--- config.mk ---
export PLATFORM = sky130hd
export DESIGN_NAME = utf8_decode_display_width
export DESIGN_NICKNAME = d
export VERILOG_FILES = /design/src/hw/rtl/utf8dw_pkg.sv /design/src/hw/rtl/utf8dw_decode.sv /design/src/hw/rtl/utf8_decode_display_width.sv
export VERILOG_INCLUDE_DIRS = /design/src /design/src/hw/rtl
export SDC_FILE = /design/constraint.sdc
export NUM_CORES = 1
export LEC_CHECK = 0
export BUFFER_PORTS_ARGS = -buffer_cell sky130_fd_sc_hd__buf_2
export CORE_ASPECT_RATIO = 0.5
export CORE_MARGIN = 4
export CORE_UTILIZATION = 50
export CTS_BUF_LIST = sky130_fd_sc_hd__clkbuf_16
export DETAILED_ROUTE_END_ITERATION = 10
export PLACE_DENSITY = 0.83
export SYNTH_ARGS = -nofsm -noshare
export SYNTH_HDL_FRONTEND = slang
export SYNTH_SLANG_ARGS = --single-unit
export TNS_END_PERCENT = 20
--- constraint.sdc ---
create_clock -name clk -period 5.4 [get_ports clk]
set_input_delay 1.35 -clock clk [delete_from_list [all_inputs] [get_ports clk]]
set_output_delay 1.35 -clock clk [all_outputs]
set_load 0.01 [all_outputs]
--- src/hw/rtl/utf8_decode_display_width_macros.svh ---
// Assertion macros shared by the UTF-8 decoder RTL.
// Expects clk and arst_n in the scope where a macro is used.
`ifndef UTF8_DECODE_DISPLAY_WIDTH_MACROS_SVH
`define UTF8_DECODE_DISPLAY_WIDTH_MACROS_SVH

// Check a property on every clock edge outside reset.
`define UDW_ASSERT(name, prop, msg) \
	name: assert property (@(posedge clk) disable iff (!arst_n) prop) else $error(msg);

// Check a property on every clock edge, reset included.
`define UDW_ASSERT_ALWAYS(name, prop, msg) \
	name: assert property (@(posedge clk) prop) else $error(msg);

`endif

--- src/hw/rtl/utf8dw_pkg.sv ---
// Shared types, constants and the column width table of the UTF-8 decoder.
// No dependencies; used by utf8dw_decode and utf8_decode_display_width.
package utf8dw_pkg;

	localparam int SUM_BITS = 16;
	localparam int TOTAL_W  = 16;
	localparam int CP_W     = 21;

	localparam logic [CP_W-1:0] REPLACEMENT = 21'h00FFFD;
	localparam logic [CP_W-1:0] MAX_CP      = 21'h10FFFF;
	localparam logic [CP_W-1:0] SURR_LO     = 21'h00D800;
	localparam logic [CP_W-1:0] SURR_HI     = 21'h00DFFF;
	localparam logic [CP_W-1:0] MIN_LEN2    = 21'h000080;
	localparam logic [CP_W-1:0] MIN_LEN3    = 21'h000800;
	localparam logic [CP_W-1:0] MIN_LEN4    = 21'h010000;

	localparam logic [2:0] LEN_NONE = 3'd0;
	localparam logic [2:0] LEN_1    = 3'd1;
	localparam logic [2:0] LEN_2    = 3'd2;
	localparam logic [2:0] LEN_3    = 3'd3;
	localparam logic [2:0] LEN_4    = 3'd4;

	typedef struct packed {
		logic [CP_W-1:0] lo;
		logic [CP_W-1:0] hi;
		logic [1:0]      cols;
	} utf8dw_span_t;

	localparam int N_SPANS = 26;

	localparam utf8dw_span_t WIDTH_SPANS [N_SPANS] = '{
		'{21'h00000, 21'h0001F, 2'd0}, '{21'h0007F, 21'h0009F, 2'd0},
		'{21'h00300, 21'h0036F, 2'd0}, '{21'h00483, 21'h00489, 2'd0},
		'{21'h00591, 21'h005BD, 2'd0}, '{21'h00610, 21'h0061A, 2'd0},
		'{21'h0064B, 21'h0065F, 2'd0}, '{21'h00670, 21'h00670, 2'd0},
		'{21'h006D6, 21'h006ED, 2'd0}, '{21'h01AB0, 21'h01AFF, 2'd0},
		'{21'h01DC0, 21'h01DFF, 2'd0}, '{21'h020D0, 21'h020FF, 2'd0},
		'{21'h0FE00, 21'h0FE0F, 2'd0}, '{21'h0FE20, 21'h0FE2F, 2'd0},
		'{21'hE0100, 21'hE01EF, 2'd0},
		'{21'h01100, 21'h0115F, 2'd2}, '{21'h02329, 21'h0232A, 2'd2},
		'{21'h02E80, 21'h0A4CF, 2'd2}, '{21'h0AC00, 21'h0D7A3, 2'd2},
		'{21'h0F900, 21'h0FAFF, 2'd2}, '{21'h0FE10, 21'h0FE19, 2'd2},
		'{21'h0FE30, 21'h0FE6F, 2'd2}, '{21'h0FF00, 21'h0FF60, 2'd2},
		'{21'h0FFE0, 21'h0FFE6, 2'd2}, '{21'h1F300, 21'h1FAFF, 2'd2},
		'{21'h20000, 21'h3FFFD, 2'd2}
	};

	// Decoder state between bytes.
	typedef struct packed {
		logic [2:0]      exp_len;
		logic [2:0]      seen;
		logic [CP_W-1:0] acc;
	} utf8dw_dec_t;

	// Results of one byte: n_inv invalid units, then an optional valid unit.
	typedef struct packed {
		logic [2:0]      n_inv;
		logic            tail;
		logic [CP_W-1:0] cp;
		logic [2:0]      len;
		logic [1:0]      cols;
		logic            eot;
	} utf8dw_burst_t;

	// Ranges do not overlap, so any matching span gives the answer.
	function automatic logic [1:0] col_width(input logic [CP_W-1:0] cp);
		logic [1:0] w;
		w = 2'd1;
		for (int i = N_SPANS - 1; i >= 0; i--) begin
			if (cp >= WIDTH_SPANS[i].lo && cp <= WIDTH_SPANS[i].hi) begin
				w = WIDTH_SPANS[i].cols;
			end
		end
		return w;
	endfunction

endpackage

--- src/hw/rtl/utf8dw_decode.sv ---
// Byte decode step: next decoder state and the result burst for one byte.
// Depends on utf8dw_pkg.
module utf8dw_decode (
	input  utf8dw_pkg::utf8dw_dec_t   cur,
	input  logic [7:0]                data_byte,
	input  logic                      end_of_text,
	output utf8dw_pkg::utf8dw_dec_t   nxt,
	output utf8dw_pkg::utf8dw_burst_t burst,
	output logic                      has_result
);

	logic                        cont;
	logic                        lead_go;
	logic                        bad;
	logic [2:0]                  seen_n;
	logic [utf8dw_pkg::CP_W-1:0] acc_n;

	assign cont   = (data_byte[7:6] == 2'b10);
	assign seen_n = cur.seen + 3'd1;
	assign acc_n  = {cur.acc[14:0], data_byte[5:0]};

	assign bad = (cur.exp_len == utf8dw_pkg::LEN_2 && acc_n < utf8dw_pkg::MIN_LEN2)
		|| (cur.exp_len == utf8dw_pkg::LEN_3 && acc_n < utf8dw_pkg::MIN_LEN3)
		|| (cur.exp_len == utf8dw_pkg::LEN_4 && acc_n < utf8dw_pkg::MIN_LEN4)
		|| (acc_n > utf8dw_pkg::MAX_CP)
		|| (acc_n >= utf8dw_pkg::SURR_LO && acc_n <= utf8dw_pkg::SURR_HI);

	always_comb begin
		nxt        = cur;
		burst      = '0;
		burst.eot  = end_of_text;
		burst.len  = utf8dw_pkg::LEN_1;
		lead_go    = 1'b0;
		if (cur.exp_len != utf8dw_pkg::LEN_NONE) begin
			if (cont) begin
				nxt.acc  = acc_n;
				nxt.seen = seen_n;
				if (seen_n >= cur.exp_len) begin
					nxt = '0;
					if (bad) begin
						burst.n_inv = seen_n;
					end else begin
						burst.tail = 1'b1;
						burst.cp   = acc_n;
						burst.len  = cur.exp_len;
					end
				end else if (end_of_text) begin
					burst.n_inv = seen_n;
					nxt         = '0;
				end
			end else begin
				// flush pending bytes, then treat this byte as a fresh lead
				burst.n_inv = cur.seen;
				nxt         = '0;
				lead_go     = 1'b1;
			end
		end else begin
			lead_go = 1'b1;
		end

		if (lead_go) begin
			if (!data_byte[7]) begin
				burst.tail = 1'b1;
				burst.cp   = {13'd0, data_byte};
			end else if (data_byte[7:5] == 3'b110) begin
				nxt.exp_len = utf8dw_pkg::LEN_2;
				nxt.acc     = {16'd0, data_byte[4:0]};
				nxt.seen    = 3'd1;
			end else if (data_byte[7:4] == 4'b1110) begin
				nxt.exp_len = utf8dw_pkg::LEN_3;
				nxt.acc     = {17'd0, data_byte[3:0]};
				nxt.seen    = 3'd1;
			end else if (data_byte[7:3] == 5'b11110) begin
				nxt.exp_len = utf8dw_pkg::LEN_4;
				nxt.acc     = {18'd0, data_byte[2:0]};
				nxt.seen    = 3'd1;
			end else begin
				burst.n_inv = burst.n_inv + 3'd1;
			end
			// a lead byte left open at end of text becomes one invalid unit
			if (end_of_text && nxt.exp_len != utf8dw_pkg::LEN_NONE) begin
				burst.n_inv = burst.n_inv + 3'd1;
			end
		end

		if (end_of_text) begin
			nxt = '0;
		end

		burst.cols = burst.tail ? utf8dw_pkg::col_width(burst.cp) : 2'd1;
	end

	assign has_result = burst.tail || (burst.n_inv != 3'd0);

endmodule

--- src/hw/rtl/utf8_decode_display_width.sv ---
// UTF-8 decoder with display widths: one byte per cycle in, one unit per cycle out
// unless a side stalls. Results pass the skid stage, then the sequencer; a byte
// yielding several results holds the output until each is taken. Sustained rate is
// one byte per cycle while each byte yields at most one unit and the output
// does not stall. Asynchronous active-low reset clears decoder state, the running
// width and all valid flags. Needs utf8dw_pkg, utf8dw_decode and the macros header.
`include "utf8_decode_display_width_macros.svh"

module utf8_decode_display_width (
	input  logic        clk,
	input  logic        arst_n,
	input  logic        s_axis_tvalid,
	output logic        s_axis_tready,
	input  logic [7:0]  s_axis_tdata,  // [7:0] data_byte
	input  logic        s_axis_tlast,  // end_of_text
	output logic        m_axis_tvalid,
	input  logic        m_axis_tready,
	// [20:0] code_point, [23:21] unit_bytes, [25:24] column_width,
	// [41:26] total_width, [47:42] zero
	output logic [47:0] m_axis_tdata,
	output logic [1:0]  m_axis_tuser,  // [0] unit_valid, [1] text_done
	output logic        m_axis_tlast   // last_of_run
);

	utf8dw_pkg::utf8dw_dec_t   dec_q;
	utf8dw_pkg::utf8dw_dec_t   dec_nxt;
	utf8dw_pkg::utf8dw_burst_t dec_burst;
	logic                      dec_has_result;

	utf8dw_pkg::utf8dw_burst_t burst_s1;
	logic                      valid_s1;

	logic                        busy_q;
	logic [2:0]                  inv_left_q;
	logic                        tail_q;
	logic [utf8dw_pkg::CP_W-1:0] cp_q;
	logic [2:0]                  len_q;
	logic [1:0]                  cols_q;
	logic                        eot_q;

	logic [utf8dw_pkg::SUM_BITS-1:0] sum_q;
	logic [utf8dw_pkg::SUM_BITS:0]   sum_wide;
	logic [utf8dw_pkg::SUM_BITS-1:0] sum_sat;
	logic [31:0]                     sum_ext;

	logic                        accept;
	logic                        take;
	logic                        adv_s1;
	logic                        from_inv;
	logic                        cur_last;
	logic [1:0]                  cur_cols;
	logic [utf8dw_pkg::CP_W-1:0] cur_cp;
	logic [2:0]                  cur_len;

	utf8dw_decode u_decode (
		.cur         (dec_q),
		.data_byte   (s_axis_tdata),
		.end_of_text (s_axis_tlast),
		.nxt         (dec_nxt),
		.burst       (dec_burst),
		.has_result  (dec_has_result)
	);

	// current output unit: pending invalid units go first, then the tail unit
	assign from_inv = (inv_left_q != 3'd0);
	assign cur_last = from_inv ? (inv_left_q == 3'd1 && !tail_q) : 1'b1;
	assign cur_cols = from_inv ? 2'd1 : cols_q;
	assign cur_cp   = from_inv ? utf8dw_pkg::REPLACEMENT : cp_q;
	assign cur_len  = from_inv ? utf8dw_pkg::LEN_1 : len_q;

	assign sum_wide = {1'b0, sum_q} + (utf8dw_pkg::SUM_BITS + 1)'(cur_cols);
	assign sum_sat  = sum_wide[utf8dw_pkg::SUM_BITS] ? '1
		: sum_wide[utf8dw_pkg::SUM_BITS-1:0];
	assign sum_ext  = 32'(sum_sat);

	assign take          = busy_q && m_axis_tready;
	assign adv_s1        = !busy_q || (m_axis_tready && cur_last);
	assign s_axis_tready = !valid_s1 || adv_s1;
	assign accept        = s_axis_tvalid && s_axis_tready;

	assign m_axis_tvalid = busy_q;
	assign m_axis_tdata  = {6'd0, sum_ext[utf8dw_pkg::TOTAL_W-1:0], cur_cols, cur_len, cur_cp};
	assign m_axis_tuser  = {cur_last && eot_q, !from_inv};
	assign m_axis_tlast  = cur_last;

	always_ff @(posedge clk or negedge arst_n) begin
		if (!arst_n) begin
			dec_q      <= '0;
			valid_s1   <= 1'b0;
			busy_q     <= 1'b0;
			inv_left_q <= 3'd0;
			tail_q     <= 1'b0;
			sum_q      <= '0;
		end else begin
			if (accept) begin
				dec_q <= dec_nxt;
			end
			if (accept && dec_has_result) begin
				valid_s1 <= 1'b1;
			end else if (adv_s1) begin
				valid_s1 <= 1'b0;
			end
			if (valid_s1 && adv_s1) begin
				busy_q     <= 1'b1;
				inv_left_q <= burst_s1.n_inv;
				tail_q     <= burst_s1.tail;
			end else if (take) begin
				if (cur_last) begin
					busy_q <= 1'b0;
				end else begin
					inv_left_q <= inv_left_q - 3'd1;
				end
			end
			// restart the running width after the final unit of a text
			if (take) begin
				sum_q <= (cur_last && eot_q) ? '0 : sum_sat;
			end
		end
	end

	always_ff @(posedge clk) begin
		if (accept && dec_has_result) begin
			burst_s1 <= dec_burst;
		end
		if (valid_s1 && adv_s1) begin
			cp_q   <= burst_s1.cp;
			len_q  <= burst_s1.len;
			cols_q <= burst_s1.cols;
			eot_q  <= burst_s1.eot;
		end
	end

	`UDW_ASSERT(a_pending_count, (dec_q.exp_len != utf8dw_pkg::LEN_NONE) |-> (dec_q.seen != 3'd0 && dec_q.seen < dec_q.exp_len), "pending byte count out of range")
	`UDW_ASSERT(a_burst_size, busy_q |-> ((inv_left_q != 3'd0 || tail_q) && (inv_left_q + {2'd0, tail_q}) <= 3'd4), "result burst size out of range")
	`UDW_ASSERT(a_width_restart, (take && cur_last && eot_q) |=> (sum_q == '0), "running width not cleared after end of text")
	`UDW_ASSERT(a_skid_free, !valid_s1 |-> s_axis_tready, "input stalled with empty skid stage")

endmodule

==> out/qor.txt <==
router iterations before antenna repair -> 5
H-tree levels -> 3
Gate power share -> 0.381
Post-synth top cells -> 78 x nand2_1, 58 x edfxtp_1, 53 x nor2_1, 43 x clkbuf_1, 43 x dfrtp_1
CTS Root Cell -> clkbuf_16
grt total ovfl -> 0
Worst slew margin -> 0.111
Clk pwr share -> 0.237
Die Area -> 0.0149 mm²
Reg power frac -> 0.382
post-DP HPWL -> 14.4 mm
Tmin final -> 5.13 ns
max incr delay on CP -> 0.54 ns
Most common cell on crit path -> and3_1
Post-CTS Setup Bufs -> 0
post-route design area -> 0.00720 mm²
DRC Markers -> 0
Num CTS Buffers -> 9
cell area power density -> 378 mW/mm²
startpoint type of the worst setup path -> flop
mux share of post-synthesis cell area -> 0.00504
Compound-Gate Fraction of Synth Area -> 0.192
asr flop ratio synth -> 0.426
gr usage total -> 0.271
synth top area cells -> edfxtp_1 27%, dfrtp_1 17%, nand2_1 4.5%
# port buffers -> 59
initial antenna violation count -> 0
largest net degree at the start of global routing -> 44
Peak VDD IR -> 391 µV
final setup fails -> 0
Wirelength per Cell -> 21.9 µm
status -> complete, no violations
CP arrival -> 3.78 ns
Yosys reg bits -> 101
most numerous cell in the Yosys netlist -> nand2_1
crit share post-route -> 0.951
CP Capture Type -> primary output
CTS sink cnt -> 101
fin nets -> 766
DP Area -> 0.00690 mm²
Hold WC Path Type -> reg -> reg
synthesized area per cell -> 9.22 µm²
WS Path Type -> reg -> out
Syn. warnings -> 0
Final Hold Fails -> 0
final setup TNS -> 0 ns
top_reg_cell synth -> edfxtp_1
hold_buf cts -> 0
Post-Syn Area -> 0.00645 mm²
starting density of the core -> 0.510
GRT met3 Usage -> 0.0616
max_cap viols -> 0
Slew @ Worst Pin -> 1.33 ns
row cnt -> 29
Switch Pwr -> 0.00107 W
Post-Route Skew -> 0.00683 ns
fraction of the mapped netlist area in adder cells -> 0.0244
Synth Area in XOR/XNOR -> 0.0192
Sw Ratio -> 0.394
Routed Antenna Nets -> 0
area fraction of the dominant cell type after synthesis -> 0.270
Core Region -> 0.0127 mm²
Simple-Gate Fraction of Synth Area -> 0.271
vias in the first global route -> 5680
CTS clk-pin slew, worst paths -> 0.07 ns
largest family of logic cells by synthesized area -> simple AND/OR/NAND/NOR gates
Worst-Skew Late Latency -> 0.34 ns
Die X -> 169 µm
Lkg Pwr -> 2.88 nW
first-pass GRT wire length -> 31.7 mm
CP cell instances -> inv_1 > ha_1 > nor2b_2 > nand2b_1 > ha_1 > inv_1 > fa_1 > nor2_1 > and3_1 > and3_1 > and3_1 > nand3_1 > or3_1 > o21ai_0 > buf_2
gp weighted congestion -> 1.05
routing usage on met2 -> 0.446
PostCTS Resize Cnt -> 0
# diodes -> 0
Max Slew Vio Count -> 0
# IOs -> 66
die height -> 88.3 µm
Syn Inst Count -> 700
Worst Path Max Fanout -> 13
routed via count -> 5961
GR Util met1 -> 0.358
final core occ -> 0.569
count of flip-flops with a built-in enable after synthesis -> 58
Vias/cell -> 6.51
area growth from synthesis to layout -> 11.6%
max frequency -> 195 MHz
share of the yosys chip area belonging to registers -> 0.437
CTS tree -> built
DRT iter0 DRCs -> 728
Buf/Inv on CP -> 3
Clock Path Buffers -> 2
area leader, netlist -> edfxtp_1
share of layout cells above drive strength 1 -> 0.160
Yosys cell types -> 82
WP data required -> 4.05 ns
GRT busiest layer -> met2
CP top delay family -> simple AND/OR/NAND/NOR gates
Slowest-stage cell, CP -> or3_1
Post-Route WL -> 20.0 mm
RSZ-0062 raised after global routing -> false
Int Power -> 0.00165 W
-- through the flow --
| stage | cells | setup slack [ns] | power (W) | hold WS, ns |
|---|---|---|---|---|
| after floorplan | 705 | 0.603 | 0.00172 | 0.400 |
| after global placement | 900 | 0.771 | 0.00205 | 0.400 |
| after detailed placement | 900 | 0.686 | 0.00206 | 0.405 |
| after CTS | 916 | 0.279 | 0.00270 | 0.421 |
| after global routing | 916 | 0.0268 | 0.00286 | 0.428 |
| final | 916 | 0.267 | 0.00273 | 0.421 |
-- power groups by stage --
stage	registers, W	logic (W)	clock network [W]
6_report	0.00104	0.00104	0.000645
5_1_grt	0.00105	0.00112	0.000691
4_1_cts	0.00104	0.00101	0.000652
3_5_place_dp	0.00105	0.00100	0
3_3_place_gp	0.00105	0.00100	0
2_1_floorplan	0.00102	0.000696	0
-- cell families after synthesis --
kind of cell / count (synthesis)
xor+xnor: 12
flops: 101
compound gates: 167
mux: 3
fa+ha+maj: 12
simple gates: 331
other cells: 1
buf+inv: 73
-- final cells by class --
type / count / area, µm²
clock buffer: 9 / 225
clock inverter: 7 / 73.8
fill: 1091 / 5460
inverter: 19 / 71.3
multi-input combinational: 531 / 3350
sequential: 101 / 2820
tap: 170 / 213
timing repair buffer: 79 / 445
-- registers in the layout, summed over array words and instances (netlist names) --
signal,flops
cols_q,2
valid_s1,1
burst_s1,31
dec_q,21
m_axis_tvalid,1
eot_q,1
sum_q,16
tail_q,1
len_q,3
inv_left_q,3
cp_q,21
-- metal layers --
layer,share of wire,up-vias
li1,-,2693
met1,0.43,2842
met2,0.45,369
met3,0.093,57
met4,0.029,0
met5,0,-
-- placed cells by master, fill, tap and decap left out, types with 26 or more instances in the layout --
| cell type | netlist | final |
|---|---|---|
| edfxtp_1 | 58 | 58 |
| a21oi_1 | 28 | 28 |
| nand2_1 | 78 | 78 |
| nand3_1 | 28 | 28 |
| o21ai_0 | 27 | 27 |
| nor2_1 | 53 | 53 |
| a22o_1 | 32 | 32 |
| nand2b_1 | 26 | 26 |
| dfrtp_1 | 43 | 43 |
| buf_2 | 0 | 59 |
-- final timing paths --
check	from	to	slack, ns	cells past startpoint
min in group asynchronous	arst_n	dec_q[14]	1.22	1
worst min-delay path	burst_s1[8]	cp_q[2]	0.42	0
worst min register to register	burst_s1[8]	cp_q[2]	0.42	0
worst max register to register	dec_q[21]	burst_s1[19]	0.62	19
worst max-delay path	inv_left_q[0]	m_axis_tdata[35]	0.27	15
max in group asynchronous	arst_n	sum_q[4]	3.50	1
(Power assumes the default switching activity.)
